**src/design/lcs_pkg.sv**
```systemverilog
package lcs_pkg;

    // field widths
    localparam int RAW_W   = 32;
    localparam int PIX_W   = 16;
    localparam int GAIN_W  = 32;
    localparam int BIAS_W  = 40;
    localparam int PT_W    = 32;
    localparam int FRAC_W  = 16;
    localparam int IDX_W   = 4;
    localparam int DATA_W  = 40;

    // datapath widths
    localparam int X_W     = 17;               // scaled input, signed
    localparam int PROD_W  = GAIN_W + X_W;     // gain * x, signed
    localparam int Q_W     = PROD_W - FRAC_W;  // integer part of gain * x + bias
    localparam int DEN_W   = 32;               // white - black, and v - black
    localparam int QUO_W   = PIX_W;            // quotient bits
    localparam int NUM_W   = DEN_W + QUO_W;    // (v - black) * range
    localparam int DIV_STEPS = QUO_W;          // one quotient bit per stage

    // guarded int mode limit
    localparam logic signed [RAW_W-1:0] GUARD_LIMIT = 32'sd16777215;

    typedef enum logic [1:0] {
        MODE_BYTE      = 2'd0,
        MODE_S16       = 2'd1,
        MODE_INT_GUARD = 2'd2,
        MODE_INT_RAW   = 2'd3
    } t_mode;

    typedef enum logic [IDX_W-1:0] {
        REG_MODE  = 4'd0,
        REG_GAIN  = 4'd1,
        REG_BIAS  = 4'd2,
        REG_BLACK = 4'd3,
        REG_WHITE = 4'd4,
        REG_OMIN  = 4'd5,
        REG_OMAX  = 4'd6,
        REG_RANGE = 4'd7
    } t_reg_idx;

    // which output a pixel takes after the black / white tests
    typedef enum logic [1:0] {
        SEL_MIN = 2'd0,
        SEL_MAX = 2'd1,
        SEL_DIV = 2'd2
    } t_sel;

    typedef struct packed {
        t_mode                      mode;
        logic signed [GAIN_W-1:0]   gain;
        logic signed [BIAS_W-1:0]   bias;
        logic signed [PT_W-1:0]     black_point;
        logic signed [PT_W-1:0]     white_point;
        logic [PIX_W-1:0]           out_min;
        logic [PIX_W-1:0]           out_max;
        logic [PIX_W-1:0]           display_range;
    } t_cfg;

    typedef struct packed {
        logic signed [RAW_W-1:0]    raw_pixel;
        logic                       frame_end;
    } t_pix_in;

    typedef struct packed {
        logic [PIX_W-1:0]           shown_pixel;
        logic                       frame_end_out;
    } t_pix_out;

    // front end to divider
    typedef struct packed {
        logic                       valid;
        t_sel                       sel;
        logic                       byte_mode;
        logic                       frame_end;
        logic [NUM_W-1:0]           num;
        logic [DEN_W-1:0]           den;
    } t_div_in;

endpackage

```
**src/design/lcs_regs.sv**
```systemverilog
module lcs_regs (
    input  logic                        i_clk,
    input  logic                        i_rst_n,
    input  logic                        i_wr_en,
    input  logic [lcs_pkg::IDX_W-1:0]   i_wr_index,
    input  logic [lcs_pkg::DATA_W-1:0]  i_wr_data,
    output lcs_pkg::t_cfg               o_cfg
);
    import lcs_pkg::*;

    t_cfg r_cfg;

    always_ff @(posedge i_clk) begin
        if (!i_rst_n) begin
            r_cfg.mode          <= MODE_S16;
            r_cfg.gain          <= 32'sd65536;
            r_cfg.bias          <= '0;
            r_cfg.black_point   <= '0;
            r_cfg.white_point   <= 32'sd65535;
            r_cfg.out_min       <= '0;
            r_cfg.out_max       <= '1;
            r_cfg.display_range <= '1;
        end else if (i_wr_en) begin
            case (i_wr_index)
                REG_MODE:  r_cfg.mode          <= t_mode'(i_wr_data[1:0]);
                REG_GAIN:  r_cfg.gain          <= $signed(i_wr_data[GAIN_W-1:0]);
                REG_BIAS:  r_cfg.bias          <= $signed(i_wr_data[BIAS_W-1:0]);
                REG_BLACK: r_cfg.black_point   <= $signed(i_wr_data[PT_W-1:0]);
                REG_WHITE: r_cfg.white_point   <= $signed(i_wr_data[PT_W-1:0]);
                REG_OMIN:  r_cfg.out_min       <= i_wr_data[PIX_W-1:0];
                REG_OMAX:  r_cfg.out_max       <= i_wr_data[PIX_W-1:0];
                REG_RANGE: r_cfg.display_range <= i_wr_data[PIX_W-1:0];
                default: begin
                    // unmapped index, write dropped
                end
            endcase
        end
    end

    assign o_cfg = r_cfg;

endmodule

```
**config.mk**
```make
export PLATFORM = sky130hd
export DESIGN_NAME = lcs_regs
export DESIGN_NICKNAME = d
export VERILOG_FILES = /design/src/design/lcs_pkg.sv /design/src/design/lcs_regs.sv
export SDC_FILE = /design/constraint.sdc
export NUM_CORES = 1
export LEC_CHECK = 0
export ABC_AREA = 1
export BUFFER_PORTS_ARGS = -buffer_cell sky130_fd_sc_hd__buf_2
export CORE_MARGIN = 4
export CORE_UTILIZATION = 55
export CTS_CLUSTER_DIAMETER = 30
export DETAILED_ROUTE_END_ITERATION = 16
export HOLD_SLACK_MARGIN = 0.06
export PLACE_DENSITY = 0.85
export SETUP_SLACK_MARGIN = 0.4
export SLEW_MARGIN = 20
export SYNTH_ARGS = -nofsm -noshare
export SYNTH_HDL_FRONTEND = slang
export SYNTH_SLANG_ARGS = --single-unit
```
**constraint.sdc**
```tcl
create_clock -name i_clk -period 2.4 [get_ports i_clk]
set_clock_uncertainty 0.1 [all_clocks]
set_input_delay 0.36 -clock i_clk [delete_from_list [all_inputs] [get_ports i_clk]]
set_output_delay 0.36 -clock i_clk [all_outputs]
set_load 0.02 [all_outputs]
```
==> reports/results.ini <==
[status]
status=completed

[die]
core.rowCount=42
ioPinCount=233
die-area_mm2=0.0158
initial_core_util_pct=56.7
core_area_mm2=0.0134
die_x_um=126
die_h_um=126

[finish]
areaGrowthSynthToFinish_pct=24.9
finalNetCount=1327
fill_cells=1103
drive_above_1_share_pct=22.9
fin_cells=1470
largest_reg_flops=186
final_core_util_pct=70.8

[drt]
drt-total-wl_um=22800
dr_wl_met3_um=2000
drt_iter0_markers=962
via_per_inst=5.30
drt-met1-wl_um=9880
route.detailed.drc=0
detail_route.wl_per_cell_um=15.5
dr_wl_met2_um=10500
topRoutingLayerUsed=met4
antenna_left=0
drt_first_pass_iters=6
dr_total_vias=7789

[clocking]
cts_resized=0
cts_sinks=186
ctsHoldBuffers=0
post-cts-setup-buffers=0
tritoncts=yes
path_clk_slew_ns=0.07
cts_buffers=17
cts.htree.levels=4
insertion_delay_ns=0.42
clk_path_buf_depth=2
root_buffer=clkbuf_16

[logic_synthesis]
synth_nets=1140
ys.warnings.count=0
synthCells=1093
yosys.area.top_type_share_pct=49.0
synth-adder-area-share_pct=0
syn-cell-area_mm2=0.00759
yosysUniqueCellTypes=15
synth-xor-area-share_pct=0
synthTopCellsByArea=dfxtp_1, nand2_1, nor2_1
synth-simple-area-share_pct=40.6
synth-seq-area-share_pct=49.0
synth.avg_cell_area_um2=6.95
yosysTopAreaCell=dfxtp_1
synth_compound_gate_area_share_pct=0.0659
ys_ff_latch=186
synth_top_family_by_area=simple AND/OR/NAND/NOR gates
synthMuxAreaShare_pct=0

[global_route]
grtUsageTotal_pct=27.7
grt_pass1_wl_um=35700
grt_start_max_net_pins=109
antenna_found_initial=1
first_global_vias=6912
grt_overflow=0

[placed_design]
port_buffers=232
post-place-cells=1437
gp_congestion=0.856
place_hpwl_um=15500

[sta]
setup_viol=0
hold_viol_final=0
finalMaxSlewViolations=0
fin_setup_tns_ns=0
clock.fmax_mhz=659
period_minus_slack_ns=1.52
fin_crit_sh_pct=63.2
slew-limit-headroom_pct=54.6
worstMarginPinSlew_ns=0.680
rsz0062_at_grt=no
hold_ws_ns=0.0943

[worst_setup_path]
ff2ff_setup_slack_ns=1.64
crit-reg2reg-capture=o_cfg[84]$_SDFFE_PN0P_
r2r_cells=4
worst-path-max-fanout=108
required_ns=2.66
arrival_ns=1.77
timing.rr.start=o_cfg[84]$_SDFFE_PN0P_
cp-start-kind=input port
critPathKind=in -> reg
end_kind=flip-flop

[worst_hold_path]
hold_class=in -> reg
hp-start=i_wr_data[3]
hold_end=o_cfg[51]$_SDFFE_PN1P_
hold_depth=3

[power]
total_power_w=0.00676
p_leak_nw=4.79
p_per_area_mw_per_mm2=713
peakVddDrop_mv=0.443

[job]
timing.max_cap.violations=0

## worst max-delay path: stages
cell and delay, ns:
buf_2 0.14, nor2_4 0.14, buf_12 0.33, nand3_1 0.15, buf_4 0.27, nand2_1 0.11
inv_1 0.05, nor2_1 0.09
## metal layers
metal,GRT usage [%],up-vias
li1,-,3777
met1,38.4,3586
met2,43.2,380
met3,6.14,46
met4,9.12,0
met5,0,-
## worst max path at each step
stage	startpoint	to	cells after the start
6_report	i_wr_index[3]	o_cfg[96]$_SDFFE_PN0P_	8
5_1_grt	i_wr_index[3]	o_cfg[98]$_SDFFE_PN0P_	8
4_1_cts	o_cfg[115]$_SDFFE_PN0P_	o_cfg[115]	1
3_5_place_dp	i_wr_index[1]	o_cfg[17]$_SDFFE_PN1P_	6
3_3_place_gp	i_wr_index[1]	o_cfg[17]$_SDFFE_PN1P_	6
2_1_floorplan	i_wr_en	o_cfg[153]$_SDFFE_PN0P_	8
## stage by stage
stage | setup slack [ns] | area, um2
detailed placement | 0.522 | 8860
finish | 0.883 | 9480
global placement | 0.590 | 8860
floorplan | 0.973 | 7590
CTS | 0.950 | 9480
global route | 0.786 | 9480
## layout by cell type (no fill, tap or decap)
cell        netlist  layout
dfxtp_1         186     186
clkbuf_8          0       3
nand3_2           4       4
nor2_2            4       6
clkbuf_1         31       2
nor2_1          244     239
nand3_1         100     100
buf_2            36     230
clkinvlp_4        0       2
clkbuf_16         0      17
buf_4             5       8
diode_2           0       1
bufinv_16         0       3
nor2_4            2       5
clkinv_4          0       3
inv_2             4       4
buf_12            0       8
nand2_1         271     271
inv_1           108     108
nand4_1          90      90
buf_6             0       1
o21ai_0           1       1
clkinv_2          0       2
## final cells by class
cell class | instances | area (um2) | area share (%)
clock inverters | 10 | 141 | 1.49
multi-input cells | 716 | 3120 | 32.9
diodes | 1 | 2.50 | 0.0264
clock buffers | 22 | 474 | 5.00
inverters | 112 | 420 | 4.43
flip-flops and latches | 186 | 3720 | 39.3
well taps | 176 | 220 | 2.32
repair buffers | 247 | 1380 | 14.6
## power breakdown
part	total (W)	leakage, nW	internal [W]	switching (W)
registers	0.00319	1.51	0.00315	0.0000380
logic	0.000661	2.98	0.000194	0.000467
clock network	0.00291	0.296	0.00173	0.00118
total	0.00676	4.79	0.00507	0.00169
## kinds of logic (layout without fill, tap and decap cells)
logic type | after synthesis | in the layout
buf+inv | 191 | 391
simple gates | 715 | 715
other cells | 0 | 1
flops | 186 | 186
compound gates | 1 | 1
## Yosys cell counts
cell and n:
inv_2 4, buf_1 7, nor2_2 4, dfxtp_1 186, nor2_4 2, o21ai_0 1, nand4_1 90, clkbuf_1 31
buf_4 5, buf_2 36, nand2_1 271, inv_1 108, nor2_1 244, nand3_1 100, nand3_2 4
Power figures use the tool's default switching activity.
