### src/design/lcs_pkg.sv
package lcs_pkg;

    // field widths
    localparam int RAW_W   = 32;
    localparam int PIX_W   = 16;
    localparam int GAIN_W  = 32;
    localparam int BIAS_W  = 40;
    localparam int PT_W    = 32;
    localparam int FRAC_W  = 16;
    localparam int IDX_W   = 4;
    localparam int DATA_W  = 40;

    // datapath widths
    localparam int X_W     = 17;               // scaled input, signed
    localparam int PROD_W  = GAIN_W + X_W;     // gain * x, signed
    localparam int Q_W     = PROD_W - FRAC_W;  // integer part of gain * x + bias
    localparam int DEN_W   = 32;               // white - black, and v - black
    localparam int QUO_W   = PIX_W;            // quotient bits
    localparam int NUM_W   = DEN_W + QUO_W;    // (v - black) * range
    localparam int DIV_STEPS = QUO_W;          // one quotient bit per stage

    // guarded int mode limit
    localparam logic signed [RAW_W-1:0] GUARD_LIMIT = 32'sd16777215;

    typedef enum logic [1:0] {
        MODE_BYTE      = 2'd0,
        MODE_S16       = 2'd1,
        MODE_INT_GUARD = 2'd2,
        MODE_INT_RAW   = 2'd3
    } t_mode;

    typedef enum logic [IDX_W-1:0] {
        REG_MODE  = 4'd0,
        REG_GAIN  = 4'd1,
        REG_BIAS  = 4'd2,
        REG_BLACK = 4'd3,
        REG_WHITE = 4'd4,
        REG_OMIN  = 4'd5,
        REG_OMAX  = 4'd6,
        REG_RANGE = 4'd7
    } t_reg_idx;

    // which output a pixel takes after the black / white tests
    typedef enum logic [1:0] {
        SEL_MIN = 2'd0,
        SEL_MAX = 2'd1,
        SEL_DIV = 2'd2
    } t_sel;

    typedef struct packed {
        t_mode                      mode;
        logic signed [GAIN_W-1:0]   gain;
        logic signed [BIAS_W-1:0]   bias;
        logic signed [PT_W-1:0]     black_point;
        logic signed [PT_W-1:0]     white_point;
        logic [PIX_W-1:0]           out_min;
        logic [PIX_W-1:0]           out_max;
        logic [PIX_W-1:0]           display_range;
    } t_cfg;

    typedef struct packed {
        logic signed [RAW_W-1:0]    raw_pixel;
        logic                       frame_end;
    } t_pix_in;

    typedef struct packed {
        logic [PIX_W-1:0]           shown_pixel;
        logic                       frame_end_out;
    } t_pix_out;

    // front end to divider
    typedef struct packed {
        logic                       valid;
        t_sel                       sel;
        logic                       byte_mode;
        logic                       frame_end;
        logic [NUM_W-1:0]           num;
        logic [DEN_W-1:0]           den;
    } t_div_in;

endpackage

### src/design/lcs_div.sv
module lcs_div (
    input  logic                i_clk,
    input  logic                i_rst_n,
    input  lcs_pkg::t_cfg       i_cfg,
    input  lcs_pkg::t_div_in    i_stage,
    output logic                o_strobe,
    output lcs_pkg::t_pix_out   o_result
);
    import lcs_pkg::*;

    typedef struct packed {
        logic               valid;
        t_sel               sel;
        logic               byte_mode;
        logic               frame_end;
        logic [DEN_W-1:0]   rem;
        logic [QUO_W-1:0]   low;
        logic [QUO_W-1:0]   quo;
        logic [DEN_W-1:0]   den;
    } t_dstage;

    // one restoring step: bring down the next numerator bit
    function automatic t_dstage div_step(input t_dstage s);
        t_dstage          r;
        logic [DEN_W:0]   trial;
        r     = s;
        trial = {s.rem, s.low[QUO_W-1]};
        if (trial >= {1'b0, s.den}) begin
            r.rem = DEN_W'(trial - {1'b0, s.den});
            r.quo = {s.quo[QUO_W-2:0], 1'b1};
        end else begin
            r.rem = trial[DEN_W-1:0];
            r.quo = {s.quo[QUO_W-2:0], 1'b0};
        end
        r.low = {s.low[QUO_W-2:0], 1'b0};
        return r;
    endfunction

    t_dstage          n_src;
    t_dstage          n_st [DIV_STEPS];
    t_dstage          r_st [DIV_STEPS];
    t_dstage          w_last;
    logic [PIX_W-1:0] n_pix;
    logic             r_strobe;
    t_pix_out         r_result;

    always_comb begin
        n_src.valid     = i_stage.valid;
        n_src.sel       = i_stage.sel;
        n_src.byte_mode = i_stage.byte_mode;
        n_src.frame_end = i_stage.frame_end;
        n_src.rem       = i_stage.num[NUM_W-1:QUO_W];
        n_src.low       = i_stage.num[QUO_W-1:0];
        n_src.quo       = '0;
        n_src.den       = i_stage.den;
        n_st[0] = div_step(n_src);
        for (int k = 1; k < DIV_STEPS; k++) begin
            n_st[k] = div_step(r_st[k-1]);
        end
    end

    always_ff @(posedge i_clk) begin
        if (!i_rst_n) begin
            for (int k = 0; k < DIV_STEPS; k++) begin
                r_st[k].valid <= 1'b0;
            end
        end else begin
            r_st <= n_st;
        end
    end

    assign w_last = r_st[DIV_STEPS-1];

    always_comb begin
        case (w_last.sel)
            SEL_MIN: n_pix = i_cfg.out_min;
            SEL_MAX: n_pix = i_cfg.out_max;
            default: n_pix = w_last.quo;
        endcase
        if (w_last.byte_mode && n_pix > PIX_W'(8'hff)) begin
            n_pix = PIX_W'(8'hff);
        end
    end

    always_ff @(posedge i_clk) begin
        if (!i_rst_n) begin
            r_strobe <= 1'b0;
        end else begin
            r_strobe <= w_last.valid;
        end
        r_result.shown_pixel   <= n_pix;
        r_result.frame_end_out <= w_last.frame_end;
    end

    assign o_strobe = r_strobe;
    assign o_result = r_result;

    // quotient fits 16 bits: top of numerator below divisor on entry
    a_entry_bound: assert property (@(posedge i_clk) disable iff (!i_rst_n)
        (i_stage.valid && i_stage.sel == SEL_DIV)
        |-> (i_stage.num[NUM_W-1:QUO_W] < i_stage.den))
        else $error("divider entry numerator too large");

    // remainder is below divisor at the end of the chain
    a_rem_bound: assert property (@(posedge i_clk) disable iff (!i_rst_n)
        (w_last.valid && w_last.sel == SEL_DIV) |-> (w_last.rem < w_last.den))
        else $error("divider remainder out of range");

    // every strobe traces back to a word entering the divider
    a_strobe_src: assert property (@(posedge i_clk) disable iff (!i_rst_n)
        o_strobe |-> $past(i_stage.valid, DIV_STEPS + 1))
        else $error("result strobe without matching entry");

endmodule

### config.mk
export PLATFORM = sky130hd
export DESIGN_NAME = lcs_div
export DESIGN_NICKNAME = d
export VERILOG_FILES = /design/src/design/lcs_pkg.sv /design/src/design/lcs_div.sv
export SDC_FILE = /design/constraint.sdc
export NUM_CORES = 2
export LEC_CHECK = 0
export CAP_MARGIN = 20
export CORE_ASPECT_RATIO = 2
export CORE_MARGIN = 1
export CORE_UTILIZATION = 50
export CTS_BUF_LIST = sky130_fd_sc_hd__clkbuf_4 sky130_fd_sc_hd__clkbuf_8
export DETAILED_ROUTE_END_ITERATION = 7
export DONT_BUFFER_PORTS = 1
export GPL_TIMING_DRIVEN = 0
export SLEW_MARGIN = 40
export SYNTH_ARGS = -nofsm -noshare
export SYNTH_HDL_FRONTEND = slang
export SYNTH_SLANG_ARGS = --single-unit
### constraint.sdc
create_clock -name i_clk -period 4.5 [get_ports i_clk]
set_clock_uncertainty 0.2 [all_clocks]
set_input_delay 0.675 -clock i_clk [delete_from_list [all_inputs] [get_ports i_clk]]
set_output_delay 0.675 -clock i_clk [all_outputs]
set_load 0.05 [all_outputs]
==> results.py <==
metrics = {
    "route": {
        "drc": 0,
        "ant_nets": 0,
        "wirelength_um": 228000,
        "first_pass_iters": 8,
        "drt_iter0_markers": 2487,
        "via_per_inst": 5.79,
        "routedWlPerCell_um": 26.1,
        "vias": 50555,
    },
    "setup_path": {
        "setup.worst_path.start_class": "primary input",
        "crit_path_end_kind": "flip-flop",
        "crit_type": "primary input to flip-flop",
        "cp_data_required_time_ns": 4.94,
        "crit_fanout": 10,
        "worstPathArrival_ns": 5.05,
    },
    "sta": {
        "rsz0062_at_grt": "yes",
        "finalHoldViolations": 0,
        "finalSetupViolations": 26,
        "tightest_slew_ns": 0.990,
        "fin_crit_sh": 1.03,
        "worst_slack_ns": -0.115,
        "fmax_ghz": 0.217,
        "slew-limit-headroom": 0.323,
        "drv_slew": 0,
        "setup_tns_ns": -2.13,
        "period_minus_slack_ns": 4.61,
    },
    "synth": {
        "avgSynthCellArea_um2": 11.4,
        "synth-async-reset-ratio": 0,
        "netlist_top_cells_area": "edfxtp_1, ha_1, a21oi_1",
        "syn_nets": 7104,
        "ys_seq_area_frac": 0.543,
        "ys_types": 92,
        "synth_edf_count": 1280,
        "synthFlopType": "edfxtp_1",
        "synth_top_area_cell": "edfxtp_1",
        "ys_seq_elements": 1314,
        "syn_area_um2": 72100,
        "synth_warnings": 0,
        "synth_top_area_frac": 0.533,
        "syn_inst": 6304,
    },
    "global_route": {
        "grt_pass1_vias": 54722,
        "grt_overflow": 0,
        "grt_max_degree": 180,
        "grt_usage": 0.312,
        "grt_pass1_wl_um": 326000,
        "antenna_found_initial": 8,
    },
    "power": {
        "seqPwrFrac": 0.323,
        "powerDensity_nw_per_um2": 739,
        "swShare": 0.422,
        "ir_worst_vdd_mv": 0.401,
        "power_leakage_uw": 0.0330,
        "power_frac_clock": 0.165,
        "intPower_uw": 34800,
        "p_sw_uw": 25400,
        "p_comb_frac": 0.512,
    },
    "placement": {
        "port_buffers": 0,
        "hpwl_um": 182000,
        "gp_congestion": 1.01,
    },
    "floorplan": {
        "dieArea_um2": 146000,
        "initial_core_util": 0.505,
        "coreArea_um2": 143000,
        "die_x_um": 271,
        "rows": 196,
        "io_pins": 291,
        "fp.dieH_um": 539,
    },
    "clocking": {
        "cts_max_level": 4,
        "cts_max_path_buffers": 4,
        "cts_buffers": 200,
        "cts.sinks": 1314,
        "cts_tree": "done",
        "clk_latency_ns": 0.91,
        "clk_pin_slew_ns": 0.07,
        "clock-root-buffer": "clkbuf_8",
    },
    "final_layout": {
        "layout-drive-gt1-share": 0.117,
        "areaGrowthSynthToFinish_pct": 12.9,
        "nets": 7498,
        "utilization": 0.570,
    },
    "run": {
        "max_cap_viol_count": 0,
    },
    "min_path": {
        "hold_class": "primary input to flip-flop",
    },
    "status": {
        "violations": "setup timing",
        "outcome": "finished, violations left",
    },
}
==> registers in the layout (all words and copies together), names as in the netlist <==
register / cells
o_strobe: 1
o_result: 17
n_st: 660
r_st: 636
==> cells in the mapped netlist (13+ instances only) <==
master	number
a21o_1	234
mux2_4	27
a211oi_1	35
xor2_1	168
a21boi_0	14
nor4_1	16
and2_1	35
nand2b_1	59
edfxtp_1	1280
clkbuf_1	140
mux2_2	161
mux2i_1	35
nor3_1	72
a31oi_1	63
a211o_1	19
o21ai_0	376
mux2_1	25
o21ai_1	16
nor2b_1	65
o21bai_1	64
buf_2	17
fa_1	15
o21a_1	74
nand2_1	415
a21oi_1	528
inv_1	635
ha_1	512
nand3_1	85
nor2_1	371
nand4_1	88
o31a_1	25
xnor2_1	229
and3_1	42
dfxtp_1	34
a41oi_1	13
o31ai_1	38
o211ai_1	21
or3_1	25
a2111oi_0	19
or2_2	24
==> path summary, 6_finish.rpt <==
| kind | start | to | slack [ns] | cells past startpoint |
|---|---|---|---|---|
| setup / recovery | i_stage[3] | r_st[1596]$_DFFE_PP_ | -0.11 | 13 |
| hold / removal | i_rst_n | r_st[186]$_DFFE_PP_ | 0.07 | 1 |
| setup reg to reg | n_st[613]$_DFFE_PP_ | r_st[677]$_DFFE_PP_ | -0.03 | 16 |
| hold reg to reg | r_st[96]$_DFFE_PP_ | o_result[0]$_DFF_P_ | 0.14 | 0 |
==> worst max-delay path, cell delays in order <==
cell and delay, ns:
inv_1 0.02, ha_1 0.49, o21a_1 0.18, o31a_1 0.21
a2111oi_0 0.22, o21ai_0 0.37, a21oi_1 0.17, o21a_1 0.30
o31ai_1 0.73, a21oi_1 0.23, nor2_4 0.49, clkbuf_1 0.54
mux2_2 0.42
==> cell usage in the layout, fill, tap and decap left out, types with 59 or more instances in the layout <==
cell type,count
clkbuf_4,68
inv_1,631
clkbuf_1,90
xor2_1,168
xnor2_1,229
mux2_2,161
nor3_1,64
a31oi_1,60
nor2_1,366
nand2b_1,59
a21oi_1,511
nor2b_1,65
nand3_1,82
edfxtp_1,1280
nand4_1,88
o21ai_0,358
nand2_1,414
dlygate4sd3_1,119
o21bai_1,64
o21a_1,71
ha_1,508
clkbuf_8,214
a21o_1,234
==> routing by layer <==
metal  part of all wire  wire length [um]  track usage
met3              0.028              6340       0.0404
met2               0.59            134000        0.654
met5                  0                 0            0
met1               0.22             49100        0.167
met4               0.17             38500        0.433
==> final cells by class <==
type / instances / area (um2)
inverters: 636 / 2400
clock inverters: 89 / 579
flip-flops and latches: 1314 / 39100
clock buffers: 262 / 3300
well taps: 1881 / 2350
fillers: 12068 / 61300
diodes: 8 / 20.0
repair buffers: 197 / 2070
plain buffers: 161 / 872
multi-input cells: 4188 / 30700
==> power groups by stage <==
stage / clock network, uW / registers, uW / logic, uW
4_1_cts: 10100 / 19400 / 30100
6_report: 9900 / 19400 / 30800
3_3_place_gp: 0 / 19600 / 28200
2_1_floorplan: 0 / 18900 / 19300
3_5_place_dp: 0 / 19700 / 29000
5_1_grt: 10600 / 19700 / 32900
==> per-stage QoR <==
stage | hold WS [ns] | power, uW | area [um2] | worst slack [ns] | cells
5_1_grt | 0.0887 | 63100 | 81400 | -0.0202 | 8733
4_1_cts | 0.0507 | 59700 | 81000 | 0.00137 | 8716
3_5_place_dp | 0.130 | 48700 | 75100 | -1.62 | 8211
3_3_place_gp | 0.131 | 47800 | 74500 | -2.95 | 8185
2_1_floorplan | 0.123 | 38300 | 72100 | 0.810 | 6304
6_report | 0.0671 | 60200 | 81400 | -0.115 | 8736
==> cells by family (layout without fill, tap and decap cells) <==
logic type | count (synthesis) | in the layout | synth area share
other cells | 0 | 8 | 0
fa+ha+maj | 527 | 527 | 0.0930
buf+inv | 802 | 1345 | 0.0430
simple gates | 1351 | 1351 | 0.0887
xor+xnor | 397 | 397 | 0.0482
compound gates | 1665 | 1665 | 0.145
flops | 1314 | 1314 | 0.543
mux | 248 | 248 | 0.0395
==> repair_timing <==
action,in CTS,in global routing
cloned,0,1
setup endpoints to repair,446,258
hold buffers,120,0
resized for setup,147,54
pin swaps,13,9
buffers inserted,37,12
hold endpoints to repair,202,0
No activity file was read; power rests on OpenSTA's default activity.
