`config.mk`:
```
export PLATFORM = sky130hd
export DESIGN_NAME = lcs_front
export DESIGN_NICKNAME = d
export VERILOG_FILES = /design/src/design/lcs_pkg.sv /design/src/design/lcs_front.sv
export SDC_FILE = /design/constraint.sdc
export NUM_CORES = 2
export LEC_CHECK = 0
export ABC_AREA = 1
export ABC_CLOCK_PERIOD_IN_PS = 18400
export BUFFER_PORTS_ARGS = -buffer_cell sky130_fd_sc_hd__buf_2
export CORE_MARGIN = 2
export CORE_UTILIZATION = 40
export CTS_BUF_LIST = sky130_fd_sc_hd__clkbuf_4
export CTS_CLUSTER_SIZE = 30
export DETAILED_ROUTE_END_ITERATION = 12
export PLACE_DENSITY = 0.65
export SLEW_MARGIN = 10
export SYNTH_ARGS = -nofsm -noshare
export SYNTH_HDL_FRONTEND = slang
export SYNTH_SLANG_ARGS = --single-unit
```
`constraint.sdc`:
```
create_clock -name i_clk -period 18.4 [get_ports i_clk]
set_input_delay 1.84 -clock i_clk [delete_from_list [all_inputs] [get_ports i_clk]]
set_output_delay 1.84 -clock i_clk [all_outputs]
set_load 0.1 [all_outputs]
```
`src/design/lcs_pkg.sv`:
```
package lcs_pkg;

    // field widths
    localparam int RAW_W   = 32;
    localparam int PIX_W   = 16;
    localparam int GAIN_W  = 32;
    localparam int BIAS_W  = 40;
    localparam int PT_W    = 32;
    localparam int FRAC_W  = 16;
    localparam int IDX_W   = 4;
    localparam int DATA_W  = 40;

    // datapath widths
    localparam int X_W     = 17;               // scaled input, signed
    localparam int PROD_W  = GAIN_W + X_W;     // gain * x, signed
    localparam int Q_W     = PROD_W - FRAC_W;  // integer part of gain * x + bias
    localparam int DEN_W   = 32;               // white - black, and v - black
    localparam int QUO_W   = PIX_W;            // quotient bits
    localparam int NUM_W   = DEN_W + QUO_W;    // (v - black) * range
    localparam int DIV_STEPS = QUO_W;          // one quotient bit per stage

    // guarded int mode limit
    localparam logic signed [RAW_W-1:0] GUARD_LIMIT = 32'sd16777215;

    typedef enum logic [1:0] {
        MODE_BYTE      = 2'd0,
        MODE_S16       = 2'd1,
        MODE_INT_GUARD = 2'd2,
        MODE_INT_RAW   = 2'd3
    } t_mode;

    typedef enum logic [IDX_W-1:0] {
        REG_MODE  = 4'd0,
        REG_GAIN  = 4'd1,
        REG_BIAS  = 4'd2,
        REG_BLACK = 4'd3,
        REG_WHITE = 4'd4,
        REG_OMIN  = 4'd5,
        REG_OMAX  = 4'd6,
        REG_RANGE = 4'd7
    } t_reg_idx;

    // which output a pixel takes after the black / white tests
    typedef enum logic [1:0] {
        SEL_MIN = 2'd0,
        SEL_MAX = 2'd1,
        SEL_DIV = 2'd2
    } t_sel;

    typedef struct packed {
        t_mode                      mode;
        logic signed [GAIN_W-1:0]   gain;
        logic signed [BIAS_W-1:0]   bias;
        logic signed [PT_W-1:0]     black_point;
        logic signed [PT_W-1:0]     white_point;
        logic [PIX_W-1:0]           out_min;
        logic [PIX_W-1:0]           out_max;
        logic [PIX_W-1:0]           display_range;
    } t_cfg;

    typedef struct packed {
        logic signed [RAW_W-1:0]    raw_pixel;
        logic                       frame_end;
    } t_pix_in;

    typedef struct packed {
        logic [PIX_W-1:0]           shown_pixel;
        logic                       frame_end_out;
    } t_pix_out;

    // front end to divider
    typedef struct packed {
        logic                       valid;
        t_sel                       sel;
        logic                       byte_mode;
        logic                       frame_end;
        logic [NUM_W-1:0]           num;
        logic [DEN_W-1:0]           den;
    } t_div_in;

endpackage

```
`src/design/lcs_front.sv`:
```
module lcs_front (
    input  logic                i_clk,
    input  logic                i_rst_n,
    input  logic                i_accept,
    input  lcs_pkg::t_pix_in    i_pixel,
    input  lcs_pkg::t_cfg       i_cfg,
    output lcs_pkg::t_div_in    o_stage
);
    import lcs_pkg::*;

    localparam logic signed [Q_W-1:0] BYTE_MAX = 33'sd255;
    localparam logic signed [Q_W-1:0] S16_MIN  = -33'sd32768;
    localparam logic signed [Q_W-1:0] S16_MAX  = 33'sd32767;

    // stage a: gain multiply, int path
    logic signed [X_W-1:0]    n_x;
    logic signed [PROD_W-1:0] n_a_prod;
    logic [PIX_W-1:0]         n_a_intv;
    logic                     r_a_valid;
    logic                     r_a_fe;
    t_mode                    r_a_mode;
    logic signed [PROD_W-1:0] r_a_prod;
    logic [PIX_W-1:0]         r_a_intv;

    // stage b: bias, truncate, saturate
    logic signed [PROD_W-1:0] n_b_sum;
    logic [Q_W-1:0]           n_b_q;
    logic [PIX_W-1:0]         n_b_v;
    logic                     r_b_valid;
    logic                     r_b_fe;
    logic                     r_b_byte;
    logic [PIX_W-1:0]         r_b_v;

    // stage c: black / white tests
    logic signed [PT_W:0]     n_c_v;
    logic signed [PT_W:0]     n_c_blk;
    logic signed [PT_W:0]     n_c_wht;
    logic [PT_W:0]            n_c_diff;
    logic [PT_W:0]            n_c_span;
    t_sel                     n_c_sel;
    logic                     r_c_valid;
    logic                     r_c_fe;
    logic                     r_c_byte;
    t_sel                     r_c_sel;
    logic [DEN_W-1:0]         r_c_diff;
    logic [DEN_W-1:0]         r_c_den;

    // stage d: range multiply
    t_div_in                  r_d;

    always_comb begin
        case (i_cfg.mode)
            MODE_BYTE: n_x = $signed({{(X_W-8){1'b0}}, i_pixel.raw_pixel[7:0]});
            default:   n_x = $signed({i_pixel.raw_pixel[15], i_pixel.raw_pixel[15:0]});
        endcase
        n_a_prod = $signed({{(PROD_W-GAIN_W){i_cfg.gain[GAIN_W-1]}}, i_cfg.gain})
                 * $signed({{(PROD_W-X_W){n_x[X_W-1]}}, n_x});
        if (i_cfg.mode == MODE_INT_GUARD && i_pixel.raw_pixel > GUARD_LIMIT) begin
            n_a_intv = i_cfg.out_max;
        end else begin
            n_a_intv = i_pixel.raw_pixel[PIX_W-1:0];
        end
    end

    always_comb begin
        n_b_sum = r_a_prod
                + $signed({{(PROD_W-BIAS_W){i_cfg.bias[BIAS_W-1]}}, i_cfg.bias});
        // shift then step back toward zero for negative values with a fraction
        n_b_q = n_b_sum[PROD_W-1:FRAC_W]
              + Q_W'(n_b_sum[PROD_W-1] && (n_b_sum[FRAC_W-1:0] != '0));
        case (r_a_mode)
            MODE_BYTE: begin
                if ($signed(n_b_q) < 0) begin
                    n_b_v = '0;
                end else if ($signed(n_b_q) > BYTE_MAX) begin
                    n_b_v = PIX_W'(8'hff);
                end else begin
                    n_b_v = {8'd0, n_b_q[7:0]};
                end
            end
            MODE_S16: begin
                if ($signed(n_b_q) < S16_MIN) begin
                    n_b_v = 16'h8000;
                end else if ($signed(n_b_q) > S16_MAX) begin
                    n_b_v = 16'h7fff;
                end else begin
                    n_b_v = n_b_q[PIX_W-1:0];
                end
            end
            default: n_b_v = r_a_intv;
        endcase
    end

    always_comb begin
        n_c_v    = $signed({{(PT_W+1-PIX_W){1'b0}}, r_b_v});
        n_c_blk  = $signed({i_cfg.black_point[PT_W-1], i_cfg.black_point});
        n_c_wht  = $signed({i_cfg.white_point[PT_W-1], i_cfg.white_point});
        n_c_diff = n_c_v - n_c_blk;
        n_c_span = n_c_wht - n_c_blk;
        if (n_c_v <= n_c_blk) begin
            n_c_sel = SEL_MIN;
        end else if (n_c_v >= n_c_wht) begin
            n_c_sel = SEL_MAX;
        end else begin
            n_c_sel = SEL_DIV;
        end
    end

    always_ff @(posedge i_clk) begin
        if (!i_rst_n) begin
            r_a_valid <= 1'b0;
            r_b_valid <= 1'b0;
            r_c_valid <= 1'b0;
            r_d.valid <= 1'b0;
        end else begin
            r_a_valid <= i_accept;
            r_b_valid <= r_a_valid;
            r_c_valid <= r_b_valid;
            r_d.valid <= r_c_valid;
        end
        r_a_fe    <= i_pixel.frame_end;
        r_a_mode  <= i_cfg.mode;
        r_a_prod  <= n_a_prod;
        r_a_intv  <= n_a_intv;

        r_b_fe    <= r_a_fe;
        r_b_byte  <= (r_a_mode == MODE_BYTE);
        r_b_v     <= n_b_v;

        r_c_fe    <= r_b_fe;
        r_c_byte  <= r_b_byte;
        r_c_sel   <= n_c_sel;
        // both fit 32 unsigned bits whenever the divide path is taken
        r_c_diff  <= n_c_diff[DEN_W-1:0];
        r_c_den   <= n_c_span[DEN_W-1:0];

        r_d.sel       <= r_c_sel;
        r_d.byte_mode <= r_c_byte;
        r_d.frame_end <= r_c_fe;
        r_d.num       <= NUM_W'(r_c_diff) * NUM_W'(i_cfg.display_range);
        r_d.den       <= r_c_den;
    end

    assign o_stage = r_d;

endmodule

```
==> results.cfg <==
[cells_and_area]
syn2layout_area_growth_pct = 7.406
fin_nets = 8110
drive_gt1_share_pct = 7.447

[route]
dr.pass1.iters = 7
wl_per_cell_um = 17.46
drt-total-wl_um = 144600
drc = 0
drt-initial-drc-count = 2527
viasPerCell = 4.926
vias = 40770
detail-route-antenna-nets = 0

[critical_path]
worstPathArrival_ps = 9910
worst_setup_path_end_kind = register
r2r-start = r_c_diff[9]
start_kind = input port
required_ps = 19110
cp_slowest_cell = inv_1
cpPeakStageDelay_ps = 1090
reg2regPathDepth = 26
r2r_end = o_stage[78]
crit_path_end = r_a_prod[42]
r2r_slack_ps = 10390
critPathKind = input port to register
cp_max_fo = 30
startpoint = i_cfg[184]

[timing]
clock_skew_ps = 94.29
fin_setup_tns_ps = 0
finalCriticalPeriod_ps = 9202
setup_violations = 0
hold_violations = 0
grt_setup_unrepaired = false
finalHoldWorstSlack_ps = 259.5
slew_violations = 0
worst_pin_slew_ps = 1244
timing.final.crit_share_pct = 50.01
clock.fmax_mhz = 108.7
slew_headroom_pct = 16.96

[clocking]
ctsHtreeMaxLevel = 3
cts_tree = done
cts_resized = 0
cts_made_buffers = 69
clock_sinks = 242
insertion_delay_ps = 900
cts_root_buf = clkbuf_4
cts-hold-fix-buffers = 0
cts_setup_buffers = 0
cts_max_path_buffers = 3
path_clk_slew_ps = 80

[logic_synthesis]
synth_area_mm2 = 0.04889
muxShareOfSynthArea_pct = 0.3685
yosys.area_share.simple_pct = 19.89
synth_fp_nets = 7954
syn_avg_cell_area_um2 = 7.590
ys_seq_area_share_pct = 9.909
synth-seq-cells = 242
synth_compound_area_share_pct = 4.445
synth_fa_ha_area_share_pct = 47.49
synthFlopType = dfxtp_1
synth_top_family_by_area = adder cells
yosysMostFrequentCell = nand2_1
synth_top_area_cell = fa_1
post-synth-top-area-fraction_pct = 38.61
ys_async_sr_fraction_pct = 0
synthTopCellsByCount = nand2_1 (1773), inv_1 (1687), fa_1 (943)
ys_types = 50
synthXorXnorAreaFrac_pct = 3.224
ys_top_cells_by_area = fa_1 (39%), nand2_1 (14%), inv_1 (13%), dfxtp_1 (9.9%), ha_1 (8.9%)
synth_cells = 6442
yosysWarnings = 0
synth_edf_count = 0

[global_route]
gr-max-usage-layer = met2
grt_max_degree = 46
grt_pass1_vias = 42940
grt_overflow_total = 0
grt_util_all_layers_pct = 23.61
grt_pass1_wl_um = 231900
grtUsageMet1_pct = 31.55
met3_usage_pct = 3.701
antenna_found_initial = 5
grtUsageMet2_pct = 39.26

[placed_design]
finalWeightedCongestion = 0.9290
dp_hpwl_um = 118900
place.port_buffers = 282

[floorplan]
ios = 307
row_count = 128
initial_utilization_pct = 40.22
coreArea_mm2 = 0.1216
dieWidth_um = 353.6
dieArea_mm2 = 0.1250
die_h_um = 353.6

[flow_run]
cap_viol_max_count = 0

[worst_hold_path]
hold_path_class = register to register

[outcome]
status = completed
[flip-flops by register name, summed over array words and instances (netlist names)]
signal	cells
o_stage	85
r_a_fe	1
r_a_intv	16
r_a_mode	2
r_a_prod	49
r_a_valid	1
r_b_byte	1
r_b_fe	1
r_b_v	16
r_b_valid	1
r_c_byte	1
r_c_den	32
r_c_diff	32
r_c_fe	1
r_c_sel	2
r_c_valid	1
[metrics by stage]
step	cell area, µm²	instances	setup slack [ps]	utilization (%)
after floorplan	48890	6442	10520	-
after global placement	51650	8152	8484	42.49
after detailed placement	51650	8152	8428	42.49
after CTS	52500	8272	9329	43.19
after global routing	52510	8277	8759	43.20
final	52510	8278	9198	43.20
[routing by layer]
metal,up-vias,wire (µm)
met5,-,12
met2,1447,67110
li1,19000,-
met1,20060,62340
met3,262,10630
met4,2,4478
[cell type report]
class / instances / area, µm²
antenna: 6 / 15.01
clock buffer: 85 / 638.1
clock inverter: 35 / 210.2
fill: 12350 / 69040
inverter: 1692 / 6352
multi-input combinational: 4293 / 36870
sequential: 242 / 4845
tap: 1625 / 2033
timing repair buffer: 300 / 1546
[cell usage in the layout (no fill, tap or decap), types with 3 or more instances in the layout]
cell / count
a211oi_1: 8
a21boi_0: 10
a21o_1: 9
a21oi_1: 184
a31oi_1: 43
and2_1: 4
buf_2: 282
buf_4: 18
clkbuf_4: 85
clkinv_1: 19
clkinv_2: 10
dfxtp_1: 242
diode_2: 6
fa_1: 943
ha_1: 347
inv_1: 1687
inv_2: 3
inv_6: 3
mux2_2: 16
nand2_1: 1773
nand2_2: 21
nand3_1: 121
nand3_2: 13
nand4_1: 39
nor2_1: 382
nor2_2: 24
nor2_4: 7
nor3_1: 24
nor3_2: 3
nor4_1: 12
o211ai_1: 6
o21a_1: 15
o21ai_0: 71
o21bai_1: 11
o221ai_1: 4
o31ai_1: 4
xnor2_1: 53
xor2_1: 127
[worst max-delay path: cells and delay by family]
kind                     cells  cell delay, ps
AND/OR/NAND/NOR              4             790
XOR/XNOR                     1             140
buffers and inverters        8            1610
adder cells (fa/ha/maj)      7            3400
AO/OA/AOI/OAI                8            2090
[logic make-up (layout without fill, tap and decap cells)]
group	count (synthesis)	in the layout
buf+inv	1907	2112
fa+ha+maj	1290	1290
flops	242	242
mux	16	16
other cells	0	6
compound gates	379	379
simple gates	2428	2428
xor+xnor	180	180
[worst min-delay path by stage]
| stage | start | to | slack [ps] | cells past startpoint |
|---|---|---|---|---|
| finish | r_b_fe | r_c_fe | 260 | 0 |
| global route | r_c_den[19] | o_stage[19] | 290 | 0 |
| CTS | r_b_fe | r_c_fe | 280 | 0 |
| detailed placement | r_c_den[15] | o_stage[15] | 310 | 0 |
| global placement | r_c_den[16] | o_stage[16] | 310 | 0 |
| floorplan | r_c_den[0] | o_stage[0] | 310 | 0 |
Power is left out: the tool's default activity adds up to more than one toggle a clock period on the data nets, which glitch-free logic cannot reach.
